### config.mk
export PLATFORM = sky130hd
export DESIGN_NAME = notification_attribute_deframer_core
export DESIGN_NICKNAME = d
export VERILOG_FILES = /design/src/rtl/core/ncad_pkg.sv /design/src/rtl/core/ncad_in_stage.sv /design/src/rtl/core/ncad_parser.sv /design/src/rtl/core/ncad_out_stage.sv /design/src/rtl/core/notification_attribute_deframer_core.sv
export SDC_FILE = /design/constraint.sdc
export NUM_CORES = 1
export LEC_CHECK = 0
export CORE_AREA = 2 2 115 117
export CTS_CLUSTER_SIZE = 28
export DETAILED_ROUTE_END_ITERATION = 8
export DIE_AREA = 0 0 117 119
export DONT_BUFFER_PORTS = 1
export GPL_ROUTABILITY_DRIVEN = 1
export GPL_TIMING_DRIVEN = 0
export PLACE_DENSITY = 0.72
export SYNTH_ARGS = -nofsm -noshare
export SYNTH_HDL_FRONTEND = slang
export SYNTH_SLANG_ARGS = --single-unit
### constraint.sdc
create_clock -name aclk -period 4.3 [get_ports aclk]
set_input_delay 0.43 -clock aclk [delete_from_list [all_inputs] [get_ports aclk]]
set_output_delay 0.43 -clock aclk [all_outputs]
set_load 0.01 [all_outputs]
### src/rtl/core/ncad_pkg.sv
// Package for the notification attribute deframer.
// Holds the parse phase type, item and result structs, and header constants.
// No dependencies.
package ncad_pkg;

    localparam int unsigned HDR_LEN_INT = 5;
    localparam logic [2:0]  HDR_LEN     = 3'(HDR_LEN_INT);
    localparam logic [7:0]  ATTR_INVALID = 8'hff;
    localparam logic [7:0]  CMD_NEW_HDR  = 8'h00;

    typedef enum logic [2:0] {
        PH_HDR    = 3'd0,
        PH_ATTRID = 3'd1,
        PH_LEN_LO = 3'd2,
        PH_LEN_HI = 3'd3,
        PH_DATA   = 3'd4
    } phase_t;

    typedef struct packed {
        logic [7:0] data_byte;
        logic       first_of_fragment;
        logic       last_of_fragment;
    } in_item_t;

    typedef struct packed {
        logic        last_of_attribute;
        logic        empty_attribute;
        logic [15:0] byte_index;
        logic [7:0]  attr_byte;
        logic [7:0]  attribute_id;
        logic [31:0] notif_uuid;
    } res_t;

endpackage

### src/rtl/core/ncad_in_stage.sv
// Input register for received bytes of the data source stream.
// Depends on ncad_pkg for the item struct.
module ncad_in_stage (
    input  logic              aclk,
    input  logic              aresetn,
    input  logic              s_valid,
    output logic              s_ready,
    input  ncad_pkg::in_item_t s_item,
    input  logic              advance,
    output logic              item_valid,
    output ncad_pkg::in_item_t item
);
    import ncad_pkg::*;

    logic     valid_reg;
    logic     valid_next;
    in_item_t item_reg;

    // Take a new request when empty or whenever the held one moves on this cycle.
    assign s_ready    = !valid_reg || advance;
    assign valid_next = (s_valid && s_ready) ? 1'b1 : (advance ? 1'b0 : valid_reg);

    always_ff @(posedge aclk) begin
        if (!aresetn) begin
            valid_reg <= 1'b0;
        end else begin
            valid_reg <= valid_next;
        end
    end

    always_ff @(posedge aclk) begin
        if (s_valid && s_ready) begin
            item_reg <= s_item;
        end
    end

    assign item_valid = valid_reg;
    assign item       = item_reg;

endmodule

### src/rtl/core/ncad_parser.sv
// Byte parser: header capture, attribute id and length, data byte emission.
// Depends on ncad_pkg for phase type, structs and constants.
module ncad_parser (
    input  logic               aclk,
    input  logic               aresetn,
    input  logic               armed,
    input  logic               fire,
    input  ncad_pkg::in_item_t item,
    output logic               res_valid,
    output ncad_pkg::res_t     res
);
    import ncad_pkg::*;

    phase_t      phase_reg,  phase_next;
    logic [2:0]  hpos_reg,   hpos_next;
    logic [31:0] uuid_reg,   uuid_next;
    logic [7:0]  attr_reg,   attr_next;
    logic [7:0]  len_lo_reg, len_lo_next;
    logic [15:0] remain_reg, remain_next;
    logic [15:0] dpos_reg,   dpos_next;

    phase_t      ph;
    logic [2:0]  hp;
    logic [2:0]  hp_inc;
    logic [1:0]  lane;
    logic [15:0] len;
    logic        final_byte;

    always_comb begin
        phase_next  = phase_reg;
        hpos_next   = hpos_reg;
        uuid_next   = uuid_reg;
        attr_next   = attr_reg;
        len_lo_next = len_lo_reg;
        remain_next = remain_reg;
        dpos_next   = dpos_reg;
        res_valid   = 1'b0;
        res         = '0;
        res.notif_uuid   = uuid_reg;
        res.attribute_id = attr_reg;

        ph = phase_reg;
        hp = hpos_reg;
        unique case (phase_reg)
            PH_HDR, PH_ATTRID, PH_LEN_LO, PH_LEN_HI, PH_DATA: ph = phase_reg;
            default: ph = PH_HDR;
        endcase
        // Fragment start restarts the header; command 0 opens a new response.
        if (item.first_of_fragment &&
            ((ph == PH_HDR) || (ph == PH_ATTRID && item.data_byte == CMD_NEW_HDR))) begin
            ph = PH_HDR;
            hp = 3'd0;
        end
        hp_inc     = hp + 3'd1;
        lane       = 2'(hp - 3'd1);
        len        = {item.data_byte, len_lo_reg};
        final_byte = (remain_reg <= 16'd1);

        if (fire && armed) begin
            unique case (ph)
                PH_ATTRID: begin
                    attr_next  = item.data_byte;
                    phase_next = PH_LEN_LO;
                end
                PH_LEN_LO: begin
                    len_lo_next = item.data_byte;
                    phase_next  = PH_LEN_HI;
                end
                PH_LEN_HI: begin
                    len_lo_next = 8'd0;
                    dpos_next   = 16'd0;
                    if (len == 16'd0) begin
                        res_valid             = 1'b1;
                        res.empty_attribute   = 1'b1;
                        res.last_of_attribute = 1'b1;
                        remain_next = 16'd0;
                        attr_next   = ATTR_INVALID;
                        phase_next  = PH_ATTRID;
                    end else begin
                        remain_next = len;
                        phase_next  = PH_DATA;
                    end
                end
                PH_DATA: begin
                    res_valid             = 1'b1;
                    res.attr_byte         = item.data_byte;
                    res.byte_index        = dpos_reg;
                    res.last_of_attribute = final_byte;
                    dpos_next = dpos_reg + 16'd1;
                    if (final_byte) begin
                        remain_next = 16'd0;
                        attr_next   = ATTR_INVALID;
                        phase_next  = PH_ATTRID;
                    end else begin
                        remain_next = remain_reg - 16'd1;
                    end
                end
                default: begin
                    // Header: byte 0 is the command, bytes 1..4 the UUID.
                    if (hp == 3'd0) begin
                        uuid_next = 32'd0;
                    end else if (hp < HDR_LEN) begin
                        uuid_next[8*lane +: 8] = uuid_reg[8*lane +: 8] | item.data_byte;
                    end
                    hpos_next  = hp_inc;
                    phase_next = PH_HDR;
                    if (hp_inc >= HDR_LEN || item.last_of_fragment) begin
                        hpos_next  = 3'd0;
                        phase_next = PH_ATTRID;
                    end
                end
            endcase
        end
    end

    always_ff @(posedge aclk) begin
        if (!aresetn) begin
            phase_reg  <= PH_HDR;
            hpos_reg   <= 3'd0;
            uuid_reg   <= 32'd0;
            attr_reg   <= ATTR_INVALID;
            len_lo_reg <= 8'd0;
            remain_reg <= 16'd0;
            dpos_reg   <= 16'd0;
        end else begin
            phase_reg  <= phase_next;
            hpos_reg   <= hpos_next;
            uuid_reg   <= uuid_next;
            attr_reg   <= attr_next;
            len_lo_reg <= len_lo_next;
            remain_reg <= remain_next;
            dpos_reg   <= dpos_next;
        end
    end

endmodule

### src/rtl/core/ncad_out_stage.sv
// Result register toward the downstream stream.
// Depends on ncad_pkg for the result struct.
module ncad_out_stage (
    input  logic           aclk,
    input  logic           aresetn,
    input  logic           res_valid,
    input  ncad_pkg::res_t res,
    output logic           advance,
    output logic           m_valid,
    input  logic           m_ready,
    output ncad_pkg::res_t m_res
);
    import ncad_pkg::*;

    logic valid_reg;
    logic valid_next;
    res_t res_reg;

    // Load when empty or when the held result is being taken.
    assign advance    = !valid_reg || m_ready;
    assign valid_next = advance ? res_valid : valid_reg;

    always_ff @(posedge aclk) begin
        if (!aresetn) begin
            valid_reg <= 1'b0;
        end else begin
            valid_reg <= valid_next;
        end
    end

    always_ff @(posedge aclk) begin
        if (advance && res_valid) begin
            res_reg <= res;
        end
    end

    assign m_valid = valid_reg;
    assign m_res   = res_reg;

endmodule

### src/rtl/core/notification_attribute_deframer_core.sv
// Notification attribute deframer, top level.
// Path: input register, combinational parser, result register, then the output.
// Throughput: one byte per cycle, set by the input and result registers, unless m_tready stalls.
// Reset: synchronous, active-low aresetn clears both stages, disarms parsing,
// returns to the header phase with the attribute id marked invalid.
// Depends on ncad_pkg, ncad_in_stage, ncad_parser, ncad_out_stage.
module notification_attribute_deframer_core (
    input  logic        aclk,
    input  logic        aresetn,
    input  logic        cfg_wr_en,
    input  logic        cfg_wr_data,    // request_armed
    input  logic        s_tvalid,
    output logic        s_tready,
    input  logic [7:0]  s_tdata,        // [7:0] data_byte
    input  logic        s_tuser,        // [0] first_of_fragment
    input  logic        s_tlast,        // last_of_fragment
    output logic        m_tvalid,
    input  logic        m_tready,
    output logic [63:0] m_tdata,        // [31:0] notif_uuid, [39:32] attribute_id,
                                        // [47:40] attr_byte, [63:48] byte_index
    output logic        m_tuser,        // [0] empty_attribute
    output logic        m_tlast         // last_of_attribute
);
    import ncad_pkg::*;

    logic     armed_reg;
    logic     armed_next;
    in_item_t s_item;
    in_item_t item;
    logic     item_valid;
    logic     advance;
    logic     res_valid;
    res_t     res;
    res_t     m_res;

    assign armed_next = cfg_wr_en ? cfg_wr_data : armed_reg;

    always_ff @(posedge aclk) begin
        if (!aresetn) begin
            armed_reg <= 1'b0;
        end else begin
            armed_reg <= armed_next;
        end
    end

    assign s_item.data_byte         = s_tdata;
    assign s_item.first_of_fragment = s_tuser;
    assign s_item.last_of_fragment  = s_tlast;

    ncad_in_stage u_in (
        .aclk       (aclk),
        .aresetn    (aresetn),
        .s_valid    (s_tvalid),
        .s_ready    (s_tready),
        .s_item     (s_item),
        .advance    (advance),
        .item_valid (item_valid),
        .item       (item)
    );

    ncad_parser u_parse (
        .aclk      (aclk),
        .aresetn   (aresetn),
        .armed     (armed_reg),
        .fire      (item_valid && advance),
        .item      (item),
        .res_valid (res_valid),
        .res       (res)
    );

    ncad_out_stage u_out (
        .aclk      (aclk),
        .aresetn   (aresetn),
        .res_valid (res_valid),
        .res       (res),
        .advance   (advance),
        .m_valid   (m_tvalid),
        .m_ready   (m_tready),
        .m_res     (m_res)
    );

    assign m_tdata = {m_res.byte_index, m_res.attr_byte, m_res.attribute_id, m_res.notif_uuid};
    assign m_tuser = m_res.empty_attribute;
    assign m_tlast = m_res.last_of_attribute;

    // An empty attribute carries no byte and always closes its attribute.
    assert property (@(posedge aclk) disable iff (!aresetn)
        m_tvalid && m_tuser |-> m_tlast && m_tdata[63:40] == 24'd0)
        else $error("empty attribute result malformed");

    // Results come only from a held byte while parsing is enabled.
    assert property (@(posedge aclk) disable iff (!aresetn)
        res_valid |-> armed_reg && item_valid)
        else $error("result produced while disarmed or without input");

    // Both stages come out of reset empty.
    assert property (@(posedge aclk)
        !aresetn |=> !m_tvalid && !item_valid)
        else $error("stage valid after reset");

endmodule

Word-level counts from Yosys, hierarchy flattened
Index checks and enable logic that the tools add are counted.
Cells by class
  multiplexer cells: 26
  shifts and indexed selects: 3
  eq/ne operators: 11
  $lt $le $gt $ge: 3
  bitwise logic cells: 2
  add/sub/neg operators: 5
  reductions and logical operators: 32
Operators with widths (number)
  32-bit 2-to-1 mux: 2
  16-bit case mux with 2 select lines: 2
  5-bit negator with 34-bit output: 1
  8-bit by 34-bit variable shift with 32-bit output (first input constant): 1
  8-bit by 34-bit variable part select with 32-bit output: 1
  32-bit bitwise mux: 1
  16-bit 2-to-1 mux: 2
  32-bit by 6-bit variable part select with 8-bit output: 1
  8-bit case mux with 3 select lines: 1
  3-bit 2-to-1 mux: 6
  16-bit by 1-bit adder with 16-bit output (second input constant): 1
  16-bit by 1-bit less-or-equal comparator with 1-bit output (second input constant): 1
  16-bit zero test: 1
  8-bit 2-to-1 mux: 2
  8-bit case mux with 2 select lines: 1
  16-bit by 1-bit subtractor with 16-bit output (second input constant): 1
  3-bit by 2-bit == test with 1-bit output (second input constant): 4
  3-bit case mux with 4 select lines: 1
  2-bit AND reduction: 6
  3-bit by 1-bit == test with 1-bit output (second input constant): 3
  3-bit zero test: 3
  8-bit zero test: 1
  8-bit OR: 1
  2-bit nonzero test: 4
  18 further kinds: 34
Storage, ports and cells
  output and inout port bits: 68
  bits of input ports: 16
  word-level logic and storage cells: 101
  register bits after elaboration: 165

Depth between registers and ports, before layout
  depth in word-level cells: 15
  mapped depth: 12

Hierarchy
From an unflattened synthesis, not the netlist that was laid out.
Second synthesis, totals
  cell total of the unflattened synthesis: 609
  area, all modules: 6885.4 um^2
By module, submodules not included
  ncad_parser: cells an instance 519, times used 1, area each 4445.5 um^2, seq. area each 1721.7 um^2
  ncad_out_stage: cells an instance 71, times used 1, area each 2039.5 um^2, seq. area each 2001.9 um^2
  ncad_in_stage: cells an instance 15, times used 1, area each 357.8 um^2, seq. area each 320.3 um^2
  notification_attribute_deframer_core: cells an instance 4, times used 1, area each 42.5 um^2, seq. area each 20.0 um^2

Worst setup path after synthesis
No wires, ideal clock.
  kind: flip-flop to flip-flop
  start point: register u_in.item_reg, in the netlist u_in.item[7]
  end point: register u_out.res_reg, in the netlist u_out.m_res[0] (enable)
  buffers on the path: 0
  path slack: -0.084 ns
  arrival time: 3.936 ns
  stages on the path, launching flop included: 5
  cell sequence: edfxtp_1 > or4_4 > or4_4 > or3_1 > a21oi_2
Between the ends
  word-level cells in the longest chain between the ends: 9
Ends and longest elaborated chain
  start, declared: line ncad_in_stage.sv:17  | in_item_t item_reg;
  start signal, assigned: line ncad_in_stage.sv:33  | item_reg <= s_item;
  8-bit zero test: line ncad_parser.sv:50  | ((ph == PH_HDR) || (ph == PH_ATTRID && item.data_byte == CMD_NEW_HDR))) begin
  1-bit logical AND: line ncad_parser.sv:50
  1-bit logical OR: line ncad_parser.sv:50
  1-bit logical AND: line ncad_parser.sv:49  | if (item.first_of_fragment &&
  3-bit 2-to-1 mux: line ncad_parser.sv:49
  3-bit == test / 3-bit by 2-bit == test with 1-bit output (equally long branches): line ncad_parser.sv:60  | unique case (ph)
  1-bit case mux with 2 select lines *: line ncad_parser.sv:60
  1-bit 2-to-1 mux *: line ncad_parser.sv:59  | if (fire && armed) begin
  1-bit logical AND *: line ncad_out_stage.sv:32  | if (advance && res_valid) begin
  end signal, assigned: line ncad_out_stage.sv:33  | res_reg <= res;
  end, declared: line ncad_out_stage.sv:17  | res_t res_reg;
Every way passes the cells marked *; elsewhere a longest branch is shown, timed or not.
A chain may end at the register's enable or synchronous reset.

Worst setup path after layout
  start point: register u_in.item_reg, in the netlist u_in.item[6]
  end point: register u_parse.uuid_reg[25]
Between the ends
  word-level cells in the longest chain between the ends: 12
Ends and longest elaborated chain
  8-bit zero test: line ncad_parser.sv:50
  1-bit logical AND: line ncad_parser.sv:50
  1-bit logical OR: line ncad_parser.sv:50
  1-bit logical AND: line ncad_parser.sv:49
  3-bit 2-to-1 mux: line ncad_parser.sv:49
  2-bit by 1-bit subtractor with 2-bit output: line ncad_parser.sv:55  | lane = 2'(hp - 3'd1);
  32-bit by 6-bit variable part select with 8-bit output: line ncad_parser.sv:103  | uuid_next[8*lane +: 8] = uuid_reg[8*lane +: 8] | item.data_byte;
  8-bit OR: line ncad_parser.sv:103
  8-bit by 34-bit variable part select with 32-bit output: line ncad_parser.sv:103
  32-bit bitwise mux: line ncad_parser.sv:103
  32-bit 2-to-1 mux: line ncad_parser.sv:102  | end else if (hp < HDR_LEN) begin
  32-bit 2-to-1 mux: line ncad_parser.sv:100  | if (hp == 3'd0) begin
  end signal, assigned: line ncad_parser.sv:128  | uuid_reg <= uuid_next;
  end, declared: line ncad_parser.sv:16  | logic [31:0] uuid_reg, uuid_next;
Several ways; a longest one is shown, not always the timed one. The select of a mux whose other input is x is not followed.

==> impl_table.tex <==
\begin{tabular}{lr}
\hline
Metric & Value \\
\hline
\multicolumn{2}{l}{\textbf{Timing}} \\
\quad Headroom to the max-slew limit & 10.4\% \\
\quad Final Max Tran Viols & 0 \\
\quad Max Clock Freq & 244 MHz \\
\quad Number of failing hold endpoints at the final stage & 0 \\
\quad Setup repair after global routing missed its margin & no \\
\quad Pin slew with the least headroom to its limit & between 1 and 1.5 ns \\
\quad Final Skew & around 0.007 ns \\
\quad Setup TNS & 0 ns \\
\quad Final count of negative-setup-slack endpoints & 0 \\
\quad Final critical path time including I/O delays and setup & around 4.1 ns \\
\quad Fraction of the cycle the final worst path needs & between 90\% and 100\% \\
\multicolumn{2}{l}{\textbf{Route}} \\
\quad DRT Pass-1 Iters & 6 \\
\quad Drt via density & $\sim$6.3 \\
\quad Residual DRC count & 0 \\
\quad WL per Instance & just under 20 um \\
\quad DR top layer & met4 \\
\quad Met2 Wirelength & 7.92 mm \\
\quad Via Count & about 5500 \\
\quad Total Wirelength & 17.4 mm \\
\quad Length of routed wiring on met1 & roughly 7.6 mm \\
\quad Met3 WL & $\sim$1.4 mm \\
\quad 1st-iter DRT viols & 633 \\
\quad Antenna viol nets, final & 0 \\
\multicolumn{2}{l}{\textbf{Final layout}} \\
\quad Fraction of layout instances using a drive strength above 1 & 7.26\% \\
\quad Count of inserted antenna diode cells & 0 \\
\quad Area growth from synthesis to final layout & 13.0\% \\
\quad Final \#Nets & between 700 and 800 \\
\quad Util after Layout & between 60\% and 70\% \\
\quad Flip-flop count of the largest register, all copies and words added & 66 \\
\multicolumn{2}{l}{\textbf{Logic synthesis}} \\
\quad Most used flip-flop cell after synthesis & dfxtp\_1 \\
\quad Most instantiated library cell after synthesis & dfxtp\_1 \\
\quad Post-synthesis cell area & between 7000 and 8000 um\^{}2 \\
\quad Sequential share of the synthesized area & around 58\% \\
\quad Main area contributors after synthesis & edfxtp\_1, dfxtp\_1, nand2\_1 \\
\quad Share of the synthesized area in the top cell type & between 30 and 40\% \\
\quad Cell variety after synth & 63 \\
\quad Mean cell area of the mapped netlist & $\sim$11 um\^{}2 \\
\quad Number of instances in the synthesized netlist & between 600 and 700 \\
\quad Post-synth top cells & dfxtp\_1, edfxtp\_1, nand2\_1 \\
\quad Mapped Nets & approximately 700 \\
\quad Library cell with the largest summed area after synthesis & edfxtp\_1 \\
\quad Number of flip-flops and latches in the synthesized netlist & around 170 \\
\quad Fraction of synthesis flops using an asynchronous set or reset pin & 0\% \\
\quad Count of flip-flops with a built-in enable after synthesis & 76 \\
\quad Yosys warnings & 0 \\
\multicolumn{2}{l}{\textbf{Critical path}} \\
\quad Data arrival time of the critical path & roughly 4.4 ns \\
\quad Crit path launch type & flop \\
\quad CP Max Fanout & 9 \\
\quad Critical Path RT & about 4.6 ns \\
\quad Endpoint type of the worst setup path & flop \\
\quad Worst Setup Path Type & flop to flop \\
\multicolumn{2}{l}{\textbf{Clock tree}} \\
\quad Clock sink total & around 170 \\
\quad CTS Hold Buffers Added & 0 \\
\quad Number of H-tree levels & 4 \\
\quad Clock latency reported for the late side of the worst-skew pair & $\sim$0.43 ns \\
\quad CTS root buffer & clkbuf\_16 \\
\quad CTS buffer count & 17 \\
\quad TritonCTS clock tree & built \\
\quad Clock-pin slew on the worst setup and hold paths & 0.07 ns \\
\quad Largest buffer count on any clock path & 2 \\
\quad Post-CTS Repair Setup Buffers & 0 \\
\multicolumn{2}{l}{\textbf{GRT}} \\
\quad Vias in the first global route & between 5000 and 6000 \\
\quad Largest net degree at the start of global routing & 36 \\
\quad Global-route wire length before repair & $\sim$27 mm \\
\quad Initial antenna violation count & 0 \\
\quad Global route overflow & 0 \\
\quad Total track usage & about a quarter \\
\multicolumn{2}{l}{\textbf{Placement}} \\
\quad HPWL after detailed placement & 12.0 mm \\
\quad Last weighted congestion value of the routability-driven placer & 0.929 \\
\quad Count of input and output buffers & 0 \\
\multicolumn{2}{l}{\textbf{Pwr}} \\
\quad Leak pwr & roughly 2.8 nW \\
\quad Worst voltage drop across the vdd grid & approximately 0.24 mV \\
\quad Areal power density over the cells & 422 nW/um\^{}2 \\
\multicolumn{2}{l}{\textbf{Die}} \\
\quad Initial Util & 54.8\% \\
\quad Top-level I/O count & between 80 and 90 \\
\quad Placeable core area & 12900 um\^{}2 \\
\quad Total die area & around 14000 um\^{}2 \\
\quad Die Width & 117 um \\
\quad Row Count & between 40 and 50 \\
\quad Die height & between 100 and 150 um \\
\multicolumn{2}{l}{\textbf{Hold path}} \\
\quad Worst hold path class & input pin to flop \\
\multicolumn{2}{l}{\textbf{Run status}} \\
\quad Status & finished, final reports clean \\
\multicolumn{2}{l}{\textbf{Run}} \\
\quad Max Cap Viol & 0 \\
\hline
\end{tabular}
report_power, final:
group / internal (W) / leakage [nW] / switching (W)
registers: 0.00164 / 1.44 / 0.0000244
clock network: 0.000989 / 0.313 / 0.000649
logic: 0.0000172 / 1.03 / 0.0000470
final timing paths:
check,cells after the start,endpoint,startpoint,slack [ns]
setup / recovery,9,u_parse.uuid_reg[25]$_SDFFE_PN0P_,u_in.item[6]$_DFFE_PP_,0.21
hold / removal,0,u_in.item[5]$_DFFE_PP_,s_tdata[3],0.09
setup reg to reg,9,u_parse.uuid_reg[25]$_SDFFE_PN0P_,u_in.item[6]$_DFFE_PP_,0.21
hold reg to reg,0,u_out.m_res[13]$_DFFE_PP_,u_parse.uuid_reg[13]$_SDFFE_PN0P_,0.43
layout by cell type (no fill, tap or decap), types with 19 or more instances in the layout:
| cell type | count |
|---|---|
| dfxtp_1 | 89 |
| edfxtp_1 | 76 |
| o21ai_0 | 21 |
| a21oi_1 | 38 |
| mux2i_1 | 19 |
| clkbuf_1 | 28 |
| nand2_1 | 56 |
| nand3_1 | 26 |
| and2_1 | 30 |
| nor2_1 | 48 |
| inv_1 | 31 |
| o22ai_1 | 25 |
per-layer routing:
layer	GRT usage [%]	up-vias
met3	5.45	52
met1	35.8	2621
met2	37.4	299
met4	10.1	0
met5	0	-
li1	-	2527
critical path, cell delays in order, from the launching register on:
cell and delay [ns]:
edfxtp_1 0.61, or4_4 0.64, nor3_4 0.49, nor2_1 0.24, ha_1 0.63, inv_1 0.16
or3_1 0.40, inv_1 0.09, nand4_1 0.39, o2bb2ai_1 0.34
timing repair:
item                                   in CTS  in global routing
endpoints found under the hold margin       0                  0
gates resized for setup                     0                  2
setup endpoints to repair                   0                 17
cell type report:
cell class | count | area [um^2]
Fill cell | 1039 | 4900
Clock buffer | 17 | 425
Multi-Input combinational cell | 439 | 2760
Inverter | 31 | 116
Buffer | 32 | 124
Sequential cell | 165 | 4060
Tap cell | 176 | 220
Timing Repair Buffer | 3 | 52.6
Clock inverter | 15 | 216
kinds of logic (layout without fill, tap and decap cells):
family / after synthesis / after routing / share of synthesized area (%)
flip-flops: 165 / 165 / 57.6
adder cells (fa/ha/maj): 9 / 9 / 1.60
buffers and inverters: 64 / 98 / 3.44
AND/OR/NAND/NOR: 245 / 245 / 18.6
XOR/XNOR: 9 / 9 / 1.12
AO/OA/AOI/OAI: 157 / 157 / 15.0
multiplexers: 19 / 19 / 2.69
metrics by stage:
step	hold WS, ns	std cells	power, W	instance area (um^2)	setup slack (ns)
after floorplan	0.408	668	0.00173	7070	0.716
after global placement	0.414	844	0.00176	7290	0.0840
after detailed placement	0.418	846	0.00176	7330	0.0775
after CTS	0.0806	878	0.00338	7980	0.0934
after global routing	0.0798	878	0.00346	7980	0.150
final	0.0932	878	0.00337	7980	0.206
No activity file was read; power rests on OpenSTA's default activity.
